===== src/rtl/core/swm_pkg.sv =====
`timescale 1ns / 1ps
// Shared types, constants and the star-closure function for the star wildcard name matcher.
// No dependencies; used by every module in rtl/core.
package swm_pkg;

    localparam int MAX_PATTERN_BYTES = 32;
    localparam int CHAR_W            = 8;
    localparam int CFG_DATA_W        = 64;
    localparam int CFG_IDX_W         = 3;
    localparam int LEN_W             = 6;
    localparam int CHARS_PER_REG     = CFG_DATA_W / CHAR_W;
    localparam int NUM_CHAR_REGS     = (MAX_PATTERN_BYTES + CHARS_PER_REG - 1) / CHARS_PER_REG;
    localparam int POS_W             = MAX_PATTERN_BYTES + 1;
    localparam int CLOSE_LEVELS      = $clog2(POS_W);
    localparam int OUT_DATA_W        = 8;

    localparam logic [CHAR_W-1:0] STAR_BYTE = 8'h2A;

    // Configuration register indexes
    localparam logic [CFG_IDX_W-1:0] REG_CHARS_0 = 3'd0;
    localparam logic [CFG_IDX_W-1:0] REG_LENGTH  = 3'd4;

    typedef logic [CHAR_W-1:0] char_t;
    typedef logic [POS_W-1:0]  live_t;

    typedef struct packed {
        logic [MAX_PATTERN_BYTES-1:0][CHAR_W-1:0] chars;
        logic [MAX_PATTERN_BYTES-1:0]             star_en;
        logic [MAX_PATTERN_BYTES-1:0]             use_en;
        logic [LEN_W-1:0]                         len;
    } pattern_t;

    // Spread live positions forward across runs of stars. Parallel prefix:
    // bit j is live if live[j], or prop[j] and bit j-1 ends up live.
    function automatic live_t star_close(input live_t live, input live_t prop);
        live_t g;
        live_t p;
        live_t g_n;
        live_t p_n;
        g = live;
        p = prop;
        for (int lvl = 0; lvl < CLOSE_LEVELS; lvl++)
        begin
            g_n = g | (p & (g << (1 << lvl)));
            p_n = p & (p << (1 << lvl));
            g   = g_n;
            p   = p_n;
        end
        return g;
    endfunction

endpackage


===== src/rtl/core/swm_cfg.sv =====
`timescale 1ns / 1ps
// Pattern configuration registers and per-position decode (star, in-use flags).
// Depends on swm_pkg.
module swm_cfg (
    input  logic                                clk,
    input  logic                                rst_n,
    input  logic                                cfg_valid,
    input  logic [swm_pkg::CFG_IDX_W-1:0]       cfg_index,
    input  logic [swm_pkg::CFG_DATA_W-1:0]      cfg_data,
    output swm_pkg::pattern_t                   pattern
);

    logic [swm_pkg::CFG_DATA_W-1:0] chars_reg [swm_pkg::NUM_CHAR_REGS];
    logic [swm_pkg::LEN_W-1:0]      len_reg;
    logic [swm_pkg::LEN_W-1:0]      len_used;

    for (genvar r = 0; r < swm_pkg::NUM_CHAR_REGS; r++)
    begin : g_chars
        always_ff @(posedge clk or negedge rst_n)
        begin
            if (!rst_n)
            begin
                chars_reg[r] <= '0;
            end
            else if (cfg_valid &&
                     cfg_index == swm_pkg::REG_CHARS_0 + swm_pkg::CFG_IDX_W'(r))
            begin
                chars_reg[r] <= cfg_data;
            end
        end
    end

    always_ff @(posedge clk or negedge rst_n)
    begin
        if (!rst_n)
        begin
            len_reg <= '0;
        end
        else if (cfg_valid && cfg_index == swm_pkg::REG_LENGTH)
        begin
            len_reg <= cfg_data[swm_pkg::LEN_W-1:0];
        end
    end

    // Clamp an oversized length to the pattern capacity
    assign len_used = (len_reg > swm_pkg::LEN_W'(swm_pkg::MAX_PATTERN_BYTES)) ?
                      swm_pkg::LEN_W'(swm_pkg::MAX_PATTERN_BYTES) : len_reg;

    always_comb
    begin
        pattern.len = len_used;
        for (int i = 0; i < swm_pkg::MAX_PATTERN_BYTES; i++)
        begin
            pattern.chars[i] = chars_reg[i / swm_pkg::CHARS_PER_REG]
                               [(i % swm_pkg::CHARS_PER_REG) * swm_pkg::CHAR_W +: swm_pkg::CHAR_W];
            pattern.use_en[i]  = swm_pkg::LEN_W'(i) < len_used;
            pattern.star_en[i] = pattern.use_en[i] && (pattern.chars[i] == swm_pkg::STAR_BYTE);
        end
    end

endmodule


===== src/rtl/core/swm_step.sv =====
`timescale 1ns / 1ps
// One-byte update of the live position set and the end-of-name match decision.
// Depends on swm_pkg.
module swm_step (
    input  swm_pkg::live_t    live,
    input  swm_pkg::pattern_t pattern,
    input  swm_pkg::char_t    name_char,
    input  logic              has_char,
    input  logic              last_char,
    output swm_pkg::live_t    live_next,
    output logic              matched
);

    swm_pkg::live_t                         prop;
    swm_pkg::live_t                         cur;
    swm_pkg::live_t                         consumed;
    swm_pkg::live_t                         live_mid;
    swm_pkg::live_t                         fin;
    logic [swm_pkg::MAX_PATTERN_BYTES-1:0]  stay;
    logic [swm_pkg::MAX_PATTERN_BYTES-1:0]  adv;

    // A star at position i lets a live bit reach position i+1
    assign prop = {pattern.star_en, 1'b0};
    assign cur  = swm_pkg::star_close(live, prop);

    always_comb
    begin
        for (int i = 0; i < swm_pkg::MAX_PATTERN_BYTES; i++)
        begin
            stay[i] = cur[i] && pattern.star_en[i];
            adv[i]  = cur[i] && pattern.use_en[i] && !pattern.star_en[i] &&
                      (pattern.chars[i] == name_char);
        end
    end

    assign consumed = {1'b0, stay} | {adv, 1'b0};
    assign live_mid = has_char ? consumed : live;
    assign fin      = swm_pkg::star_close(live_mid, prop);
    assign matched  = fin[pattern.len];

    // Restart at position zero after the last byte of a name
    assign live_next = last_char ? swm_pkg::live_t'(1) : live_mid;

endmodule


===== src/rtl/core/star_wildcard_name_matcher_core.sv =====
`timescale 1ns / 1ps
// Top level of the star wildcard name matcher: input register, step logic, result register.
// Depends on swm_pkg, swm_cfg and swm_step.
//
// Usage:
//   Load the pattern through the cfg channel (cfg_ready is always high): indexes 0..3 carry
//   pattern bytes 0..31, eight per word with the lowest byte in bits 7:0; index 4 carries
//   the pattern length in bits 5:0 (values above 32 act as 32). Write only while the block
//   is idle. In the pattern, '*' matches any run of bytes, every other byte only itself.
//   Stream the name on the s_ side, one byte per word: tdata holds the byte, tuser says
//   whether the byte is real (0 with tlast high ends an empty name), tlast marks the end.
//   On each tlast word one result word leaves on the m_ side, bit 0 of tdata = matched.
// Timing:
//   A word waits in the input register, the live-position update runs while it is held there,
//   and the result lands in the output register once the last word is processed. One word is
//   taken every cycle unless a last word is held behind a waiting result; the rate is
//   set by the combinational star closure and byte compare between the two registers.
// Reset and stall:
//   Reset clears the pattern and length, empties both registers and makes only pattern
//   position zero live. While a result waits on a low m_tready, non-last words still flow;
//   the next tlast word holds in the input register until the result is taken.
module star_wildcard_name_matcher_core (
    input  logic                              clk,
    input  logic                              rst_n,
    // Configuration write channel
    input  logic                              cfg_valid,
    output logic                              cfg_ready,
    input  logic [swm_pkg::CFG_IDX_W-1:0]     cfg_index,
    input  logic [swm_pkg::CFG_DATA_W-1:0]    cfg_data,
    // Name byte stream
    input  logic                              s_tvalid,
    output logic                              s_tready,
    input  logic [swm_pkg::CHAR_W-1:0]        s_tdata,   // [7:0] name_char
    input  logic [0:0]                        s_tuser,   // [0] has_char
    input  logic                              s_tlast,   // last_char
    // Match result stream
    output logic                              m_tvalid,
    input  logic                              m_tready,
    output logic [swm_pkg::OUT_DATA_W-1:0]    m_tdata    // [0] matched, [7:1] zero
);

    swm_pkg::pattern_t pattern;

    // Input register
    logic              in_valid_reg;
    logic              in_valid_next;
    swm_pkg::char_t    in_char_reg;
    logic              in_has_reg;
    logic              in_last_reg;

    // Live pattern positions, not closed over stars
    swm_pkg::live_t    live_reg;
    swm_pkg::live_t    live_next;

    // Result register
    logic              out_valid_reg;
    logic              out_valid_next;
    logic              out_matched_reg;

    swm_pkg::live_t    step_live;
    logic              step_matched;
    logic              advance;
    logic              s_accept;

    assign cfg_ready = 1'b1;

    swm_cfg u_cfg (
        .clk       (clk),
        .rst_n     (rst_n),
        .cfg_valid (cfg_valid),
        .cfg_index (cfg_index),
        .cfg_data  (cfg_data),
        .pattern   (pattern)
    );

    swm_step u_step (
        .live      (live_reg),
        .pattern   (pattern),
        .name_char (in_char_reg),
        .has_char  (in_has_reg),
        .last_char (in_last_reg),
        .live_next (step_live),
        .matched   (step_matched)
    );

    // Process the held word unless it would overwrite a result still waiting
    assign advance  = in_valid_reg && (!in_last_reg || !out_valid_reg || m_tready);
    assign s_tready = !in_valid_reg || advance;
    assign s_accept = s_tvalid && s_tready;

    always_comb
    begin
        in_valid_next = s_accept ? 1'b1 : (advance ? 1'b0 : in_valid_reg);
        live_next     = advance ? step_live : live_reg;
        if (advance && in_last_reg)
        begin
            out_valid_next = 1'b1;
        end
        else if (m_tready)
        begin
            out_valid_next = 1'b0;
        end
        else
        begin
            out_valid_next = out_valid_reg;
        end
    end

    always_ff @(posedge clk or negedge rst_n)
    begin
        if (!rst_n)
        begin
            in_valid_reg  <= 1'b0;
            out_valid_reg <= 1'b0;
            live_reg      <= swm_pkg::live_t'(1);
        end
        else
        begin
            in_valid_reg  <= in_valid_next;
            out_valid_reg <= out_valid_next;
            live_reg      <= live_next;
        end
    end

    // Payload registers: load on accept, hold otherwise
    always_ff @(posedge clk)
    begin
        if (s_accept)
        begin
            in_char_reg <= s_tdata;
            in_has_reg  <= s_tuser[0];
            in_last_reg <= s_tlast;
        end
        if (advance && in_last_reg)
        begin
            out_matched_reg <= step_matched;
        end
    end

    assign m_tvalid = out_valid_reg;
    assign m_tdata  = {{(swm_pkg::OUT_DATA_W - 1){1'b0}}, out_matched_reg};

    // A processed last word always leaves a result behind
    a_last_gives_result: assert property (@(posedge clk) disable iff (!rst_n)
        advance && in_last_reg |=> out_valid_reg)
        else $error("last word processed without a result");

    // A result waiting on a stalled receiver is never overwritten
    a_no_overwrite: assert property (@(posedge clk) disable iff (!rst_n)
        out_valid_reg && !m_tready |-> !(advance && in_last_reg))
        else $error("pending result overwritten");

    // Matching restarts at position zero after each name
    a_restart: assert property (@(posedge clk) disable iff (!rst_n)
        advance && in_last_reg |=> live_reg == swm_pkg::live_t'(1))
        else $error("live positions not restarted after last word");

    // An empty input register always takes a word
    a_ready_when_empty: assert property (@(posedge clk) disable iff (!rst_n)
        !in_valid_reg |-> s_tready)
        else $error("input stalled while input register empty");

endmodule


===== config.mk =====
export PLATFORM = sky130hd
export DESIGN_NAME = star_wildcard_name_matcher_core
export DESIGN_NICKNAME = d
export VERILOG_FILES = /design/src/rtl/core/swm_pkg.sv /design/src/rtl/core/swm_cfg.sv /design/src/rtl/core/swm_step.sv /design/src/rtl/core/star_wildcard_name_matcher_core.sv
export SDC_FILE = /design/constraint.sdc
export NUM_CORES = 1
export LEC_CHECK = 0
export ABC_CLOCK_PERIOD_IN_PS = 4500
export BUFFER_PORTS_ARGS = -buffer_cell sky130_fd_sc_hd__buf_2
export CORE_MARGIN = 2
export CORE_UTILIZATION = 40
export CTS_BUF_LIST = sky130_fd_sc_hd__clkbuf_16
export CTS_CLUSTER_DIAMETER = 50
export DETAILED_ROUTE_END_ITERATION = 10
export PLACE_DENSITY = 0.56
export SETUP_SLACK_MARGIN = 0.5
export SLEW_MARGIN = 20
export SYNTH_ARGS = -nofsm -noshare
export SYNTH_HDL_FRONTEND = slang
export SYNTH_HIERARCHICAL = 1
export SYNTH_SLANG_ARGS = --single-unit

===== constraint.sdc =====
create_clock -name clk -period 4.5 [get_ports clk]
set_clock_uncertainty 0.15 [all_clocks]
set_input_delay 0.9 -clock clk [delete_from_list [all_inputs] [get_ports clk]]
set_output_delay 0.9 -clock clk [all_outputs]
set_load 0.03 [all_outputs]

### Word-level counts from Yosys, hierarchy flattened

Cells that the tools add are included.

| operators by class | value |
|---|---|
| order comparisons | 34 |
| equality and inequality tests | 68 |
| mux-type cells | 9 |
| bitwise logic cells | 30 |
| reduce and logical (&&, ||, !) cells | 209 |

Operators with widths:

| cell | count |
|---|---|
| $and A33 B33 Y33 | 11 |
| $eq A8 B6 Y1 const B | 32 |
| $eq A8 B8 Y1 | 32 |
| $or A33 B33 Y33 | 6 |
| $or A32 B32 Y32 | 6 |
| $logic_and A1 B1 Y1 | 168 |
| $and A32 B32 Y32 | 5 |
| $lt A5 B6 Y1 const A | 16 |
| $mux W33 | 2 |
| $lt A4 B6 Y1 const A | 8 |
| $logic_not A1 Y1 | 35 |
| $or A32 B33 Y33 | 1 |
| $and A32 B1 Y32 const B | 1 |
| $lt A3 B6 Y1 const A | 4 |
| $lt A1 B6 Y1 const A | 2 |
| $lt A2 B6 Y1 const A | 2 |
| $lt A6 B7 Y1 const B | 1 |
| $bmux W1 S6 | 1 |
| $eq A3 B2 Y1 const B | 2 |
| $gt A6 B6 Y1 const B | 1 |
| $mux W6 | 1 |
| $mux W1 | 5 |
| $reduce_bool A2 Y1 | 2 |
| $eq A3 B1 Y1 const B | 1 |
| other kinds (3) | 5 |

| storage, ports and cells | value |
|---|---|
| register bits | 308 |
| input bits | 82 |
| output and inout port bits | 11 |
| logic and storage cells | 362 |

### Depth between registers and ports, before layout

Gate-level depths: netlist (run 1).

| logic depth | value |
|---|---|
| word-level depth | 34 |
| gate-level depth with buffers | 19 |
| gate-level depth less buffers | 15 |

### Hierarchy

The synthesis (run 1) kept the hierarchy.

By module, submodules not included:

| module | instances | cells an instance | area each (um2) |
|---|---|---|---|
| swm_cfg | 1 | 727 | 10971.8 |
| swm_step | 1 | 1050 | 6954.2 |
| star_wildcard_name_matcher_core | 1 | 220 | 2509.9 |

### Worst setup path before layout (run 1)

Ideal clock, no wire load.

| timing path | value |
|---|---|
| path kind | reg-to-reg |
| from | register u_cfg/len_reg[2] (netlist name) |
| to | register out_matched_reg (data pin) |
| data arrival time | 3753 ps |
| required time | 4079 ps |
| setup slack | 326 ps |
| stages on the path, launching flop included | 19 |
| period minus slack after synthesis | 4174 ps |
| path through | dfrtp_1 buf_2 or3_1 a211o_1 and3_1 buf_4 nand2_1 o21ai_0 a21o_1 o211a_1 buf_2 o311ai_2 o211ai_1 o311ai_1 o2111ai_1 o41ai_1 a31oi_1 a41oi_1 o311ai_1 |

RTL lines:

| item | line | text |
|---|---|---|
| from (decl) | swm_cfg.sv:14 | `logic [swm_pkg::LEN_W-1:0] len_reg;` |
| from (signal assigned) | swm_cfg.sv:41 | `len_reg <= cfg_data[swm_pkg::LEN_W-1:0];` |
| to (signal assigned) | star_wildcard_name_matcher_core.sv:136 | `out_matched_reg <= step_matched;` |
| to (decl) | star_wildcard_name_matcher_core.sv:58 | `logic out_matched_reg;` |

==> results of run 1 <==
cell usage after synthesis (4+ instances only):
master | count | area [sq um]
dfrtp_1 | 296 | 7410
mux2_2 | 202 | 2270
xor2_1 | 158 | 1380
nand2_1 | 118 | 443
xnor2_1 | 98 | 858
nor2_1 | 87 | 327
a21oi_1 | 66 | 330
mux2_1 | 60 | 676
o21ai_0 | 57 | 285
buf_2 | 56 | 280
nor3_1 | 43 | 215
nand2b_1 | 42 | 263
nand3_1 | 41 | 205
clkbuf_1 | 38 | 143
nand4_1 | 38 | 238
nand4b_1 | 38 | 333
and3_1 | 37 | 231
nor4b_1 | 37 | 324
nor4_1 | 33 | 206
nor4bb_1 | 32 | 320
o211ai_2 | 30 | 375
a31oi_1 | 27 | 169
inv_1 | 27 | 101
o211ai_1 | 27 | 203
buf_6 | 24 | 270
buf_4 | 23 | 173
and2_1 | 18 | 113
a211oi_1 | 16 | 120
nor2b_1 | 15 | 93.8
o21ai_1 | 14 | 70.1
o21a_1 | 12 | 90.1
o21bai_1 | 12 | 90.1
a21o_1 | 11 | 82.6
edfxtp_1 | 11 | 330
a211o_1 | 10 | 87.6
nor3b_1 | 10 | 75.1
o31ai_1 | 10 | 75.1
o22ai_1 | 8 | 50.1
o2111ai_1 | 7 | 61.3
a22oi_1 | 5 | 37.5
o221ai_1 | 5 | 43.8
a221oi_1 | 4 | 35.0
o311ai_1 | 4 | 35.0
or2_2 | 4 | 25.0
logic make-up after synthesis:
| logic type | synth area share, % |
|---|---|
| simple gates | 17.9 |
| xor+xnor | 11.0 |
| buf+inv | 5.14 |
| mux | 14.5 |
| flops | 38.0 |
| other cells | 0.0367 |
| compound gates | 13.5 |
power by group through the flow:
stage | Sequential, uW | Combinational, uW | Clock, uW
floorplan | 3760 | 1630 | 0
global placement | 3890 | 2460 | 0
detailed placement | 3920 | 2500 | 0
CTS | 3880 | 2540 | 3650
global route | 3980 | 2780 | 3760
finish | 3900 | 2580 | 3570
area by class of cell:
cell class	count	area, sq um	area share [%]
multi-input combinational	1521	12100	47.2
inverter	27	101	0.396
clock buffer	44	1100	4.30
tap	672	841	3.28
sequential	308	7770	30.4
timing repair buffer	437	3290	12.9
clock inverter	34	409	1.60
antenna	1	2.50	0.00977
metrics by stage:
stage | util [%] | cell area (sq um) | cells | setup slack [ns]
2_1_floorplan | - | 20500 | 2003 | 0.476
3_3_place_gp | 47.0 | 23600 | 2951 | -0.261
3_5_place_dp | 47.0 | 23600 | 2951 | -0.356
4_1_cts | 50.4 | 25300 | 3035 | -0.0853
5_1_grt | 50.9 | 25600 | 3043 | -0.317
6_report | 50.9 | 25600 | 3044 | -0.130
worst reg2reg max path, delay by kind of cell, from the launching register on:
kind | cells | cell delay, ns
flops | 1 | 0.44
compound gates | 11 | 2.43
simple gates | 4 | 0.73
buf+inv | 4 | 0.59
how the worst max path moves through the flow:
| stage | cells after the start | endpoint | slack [ns] |
|---|---|---|---|
| 6_report | 19 | out_matched_reg | -0.13 |
| 3_5_place_dp | 17 | out_matched_reg | -0.36 |
| 2_1_floorplan | 17 | out_matched_reg | 0.48 |
| 5_1_grt | 18 | out_matched_reg | -0.32 |
| 4_1_cts | 18 | out_matched_reg | -0.09 |
| 3_3_place_gp | 17 | out_matched_reg | -0.26 |
what timing repair did:
item	in CTS	in global routing
setup buffers	6	7
gates cloned	0	0
pin swaps	8	15
gates resized for setup	43	52
endpoints found under the setup margin	9	8
layer usage:
metal | part of all wire (%) | vias to the layer above | global-route usage (%)
met5 | 0 | - | 0
met4 | 2.8 | 0 | 8.06
met3 | 5.6 | 119 | 3.40
met2 | 47 | 570 | 44.7
met1 | 45 | 9058 | 37.9
li1 | - | 8049 | -
==> run summary, run 1 <==
Root Buffer: clkbuf_16
Status: finished with violations
Largest register FFs: 256
Worst Max-Slew Pin Slew: 1.13 ns
Slew Limit Headroom: 24.8%
Die height: 230 microns
Tightest Hold Check Type: in2async
Worst R2R End: out_matched_reg
DRC viols: 0
Pwr dens: 392 mW/mm^2
Post-synth EDFFs: 11
Global route overflow: 0
Routed vias/inst: 5.85
Final Worst Setup Slack: -0.130 ns
Setup violators final: 1
CP cell instances: buf_6, or3_4, a211o_1, and3_4, nand4_4, buf_4, nor2_4, a221oi_4, buf_12, o211ai_1, a221oi_2, o221ai_2, buf_4, a221o_1, a21o_1, a211oi_2, a21oi_1, o211ai_1, o311ai_1
Hpwl dp: 53700 microns
Fmax: 0.216 GHz
GRT Overall Usage: 27.3%
CP top delay family: compound AO/OA/AOI/OAI gates
Clk_lat worst skew: 0.59 ns
Clock Power Share: 35.5%
Number of I/O pins: 93
1st-iter DRT viols: 1372
P_leak: 0.0107 uW
Total vias in the final route: 17796
Port Buf Inserts: 84
Peak supply drop: 0.399 mV
Worst Path Max Fanout: 8
Critical Path Sink Type: flip-flop
TritonCTS buffer count: 42
Clk buf depth: 3
Core box area: 0.0503 sq mm
Reg2reg start: u_cfg/len_reg[2]
NetSw: 3210 uW
Site Rows: 82
Slowest-stage cell, CP: dfrtp_2
Commonest cells after routing, fill and taps aside: buf_4 (334), dfrtp_1 (290), mux2_2 (202)
Synth Register Bits: 308
Clock sink total: 308
Crit path DAT: 4.79 ns
CP startpoint: u_cfg/len_reg[2]
Die area: 0.0529 sq mm
Setup_tns: -0.130 ns
Routed length per instance: 24.0 microns
Pwr Total: 10000 uW
Fin. max-slew vios: 0
Initial antenna violation count: 2
TritonCTS clock tree: yes
Comb power frac: 25.7%
R2R setup slack: -0.13 ns
Initial Utilization: 40.6%
Crit path required time: 4.66 ns
Pint: 6840 uW
Vias in the first global route: 17804
Fin crit period: 4.63 ns
Type of origin of the critical path: flip-flop
Filler cells: 4665
Cts hold-fix bufs: 0
First-pass GRT wire length: 111000 microns
Clock Pin Slew Worst Setup and Hold Paths: 0.06 ns
Post-Synthesis Cells: 1997
Maxcap violations: 0
Layout cells sized above 1: 35.7%
Final nets: 2419
Failing checks: setup timing
Final WL: 73000 microns
Pre-antenna DRT Iters: 6
Post-DRT Antenna Nets: 0
Synth unique cells: 100
Average size of a mapped cell: 10.2 sq um
Max incr delay on CP: 0.44 ns
Part of the cycle the worst path needs: 103%
Sequential share of the synthesized area: 38.0%
WS Path Type: reg2reg
Synth Warn #: 6
CTS H-Tree Depth: 2
Final Hold Slack: 0.239 ns
Most common cell after layout, fill and taps aside: buf_4
Placer Congestion: 0.984
RSZ-0062 raised after global routing: true
Sequential power share: 38.8%
Post-Syn Area: 0.0204 sq mm
DIE WIDTH: 230 microns
Synth Flop Type: dfrtp_1
Sw Ratio: 31.9%
Crit path buf inv count: 4
Final Hold Vio Count: 0
Async SR Flop Fraction: 96.4%
Largest net degree at the start of global routing: 97
R2R depth: 19
P&R area growth vs syn: 25.3%
Note: power is estimated with default switching activity, not from simulation.
==> inputs of run 2 (changes only) <==
--- a/config.mk
+++ b/config.mk
@@ -7,13 +7,13 @@
 export LEC_CHECK = 0
 export ABC_CLOCK_PERIOD_IN_PS = 4500
 export BUFFER_PORTS_ARGS = -buffer_cell sky130_fd_sc_hd__buf_2
+export CAP_MARGIN = 40
 export CORE_MARGIN = 2
 export CORE_UTILIZATION = 40
-export CTS_BUF_LIST = sky130_fd_sc_hd__clkbuf_16
+export CTS_BUF_LIST = sky130_fd_sc_hd__clkbuf_2
 export CTS_CLUSTER_DIAMETER = 50
 export DETAILED_ROUTE_END_ITERATION = 10
 export PLACE_DENSITY = 0.56
-export SETUP_SLACK_MARGIN = 0.5
 export SLEW_MARGIN = 20
 export SYNTH_ARGS = -nofsm -noshare
 export SYNTH_HDL_FRONTEND = slang
==> run summary, run 2 (synthesis results as in run 1) <==
Status: finished with violations
Failing checks: setup timing
Part of the cycle the worst path needs: 105%
Worst Max-Slew Pin Slew: 0.865 ns
Setup violators final: 1
Final Hold Slack: 0.228 ns
Routed length per instance: 23.0 microns
Placed inst area: 0.0242 sq mm
Clk_lat worst skew: 1.10 ns
Crit path DAT: 5.35 ns
Clk buf depth: 3
Peak supply drop: 0.215 mV
Hpwl dp: 56600 microns
Final WL: 75400 microns
Maxcap violations: 0
Total vias in the final route: 18550
Hold path cells: 3
Die height: 230 microns
Final Worst Setup Slack: -0.206 ns
Root Buffer: clkbuf_2
Vias in the first global route: 19198
CTS H-Tree Depth: 3
Pwr dens: 339 mW/mm^2
GRT Overall Usage: 28.6%
Clock Pin Slew Worst Setup and Hold Paths: 0.09 ns
Fin. max-slew vios: 0
First-pass GRT wire length: 116000 microns
Slew Limit Headroom: 42.3%
P&R area growth vs syn: 28.4%
RSZ-0062 raised after global routing: true
Crit path buf inv count: 2
Number of I/O pins: 93
Initial Utilization: 40.6%
Tightest Hold Check Type: in2reg
R2R depth: 17
1st-iter DRT viols: 1454
Clock sink total: 308
Max incr delay on CP: 0.50 ns
CP top delay family: compound AO/OA/AOI/OAI gates
Worst Path Max Fanout: 7
DIE WIDTH: 230 microns
Commonest cells after routing, fill and taps aside: buf_4 (406), dfrtp_1 (290), mux2_2 (202)
Most common cell after layout, fill and taps aside: buf_4
Slowest-stage cell, CP: a2111oi_0
CP cell instances: or3_4, a211o_1, and3_4, a21oi_2, o21ai_1, buf_4, a221oi_4, buf_6, o21ai_1, a31oi_1, nor2b_1, o221a_1, o311ai_2, a2111oi_0, a31oi_1, a41oi_1, o311ai_1
Die area: 0.0529 sq mm
Dpl ws: -0.640 ns
TritonCTS buffer count: 90
Critical Path Sink Type: flip-flop
WP depth: 17
DRC viols: 0
Initial antenna violation count: 5
Final nets: 2620
Final Hold Vio Count: 0
TritonCTS clock tree: yes
Post-DRT Antenna Nets: 0
Largest net degree at the start of global routing: 107
Fin crit period: 4.71 ns
Crit path required time: 5.14 ns
WS Path Type: reg2reg
Type of origin of the critical path: flip-flop
Final Util: 52.2%
P_leak: 0.0112 uW
Largest register FFs: 256
Port Buf Inserts: 84
Design Area, Final: 0.0262 sq mm
Global route overflow: 0
Core box area: 0.0503 sq mm
Layout cells sized above 1: 37.7%
Routed vias/inst: 5.65
Placer Congestion: 0.959
Site Rows: 82
Fmax: 0.212 GHz
Pre-antenna DRT Iters: 5
-- run 2: cell types whose count changed in the layout (fill, tap and decap cells not counted), sizes merged --
cell         delta
bufinv          -3
diode           +4
inv            -12
clkinv          +8
clkbuf         +93
dlygate4sd3    +76
clkinvlp        -2
buf            +77
-- run 2: layer usage --
metal	global-route usage (%)	share of wire (%)	up-vias
met2	47.2	47	536
met3	5.28	5.2	122
met4	9.35	2.6	2
met1	37.8	45	9376
met5	0	0.020	-
li1	-	-	8514
-- run 2: path summary, 6_finish.rpt --
| path | from | endpoint | slack [ns] |
|---|---|---|---|
| min in group asynchronous | rst_n | u_cfg/pattern[124] | 0.26 |
| min reg2reg | live_reg[32] | live_reg[32] | 0.38 |
| max in group asynchronous | rst_n | u_cfg/pattern[278] | 2.85 |
| min | cfg_index[1] | u_cfg/len_reg[4] | 0.23 |
| max | u_cfg/len_reg[2] | out_matched_reg | -0.21 |
| max reg2reg | u_cfg/len_reg[2] | out_matched_reg | -0.21 |
-- run 2: power by group --
| group | switching, uW | internal (uW) |
|---|---|---|
| sequential | 502 | 3330 |
| combinational | 1330 | 1490 |
| clock | 1260 | 979 |
-- run 2: timing repair --
item                                    in CTS  in global routing
hold endpoints to repair                   339                  0
gates cloned                                 0                  0
endpoints found under the setup margin       3                  1
hold buffers                                76                  0
setup buffers                               17                  4
pin swaps                                   17                  8
gates resized for setup                     51                 25
-- run 2: cell type report --
class / count / area [sq um]
Fill cell: 4626 / 24000
Multi-Input combinational cell: 1521 / 11900
Sequential cell: 308 / 7770
Timing Repair Buffer: 590 / 4710
Tap cell: 672 / 841
Clock buffer: 137 / 686
Clock inverter: 25 / 183
Inverter: 27 / 101
Antenna cell: 5 / 12.5
-- run 2: metrics by stage --
stage,cells,power [uW],setup TNS (ns)
floorplan,2003,5380,0
global placement,3018,6490,-0.850
detailed placement,3021,6580,-0.767
CTS,3276,8950,-0.132
global route,3284,9460,-0.330
finish,3285,8900,-0.206
-- run 2: tightest hold or removal path, stage by stage --
cell and delay (ns):
buf_2 0.13, nor3_2 0.13, mux2_2 0.24
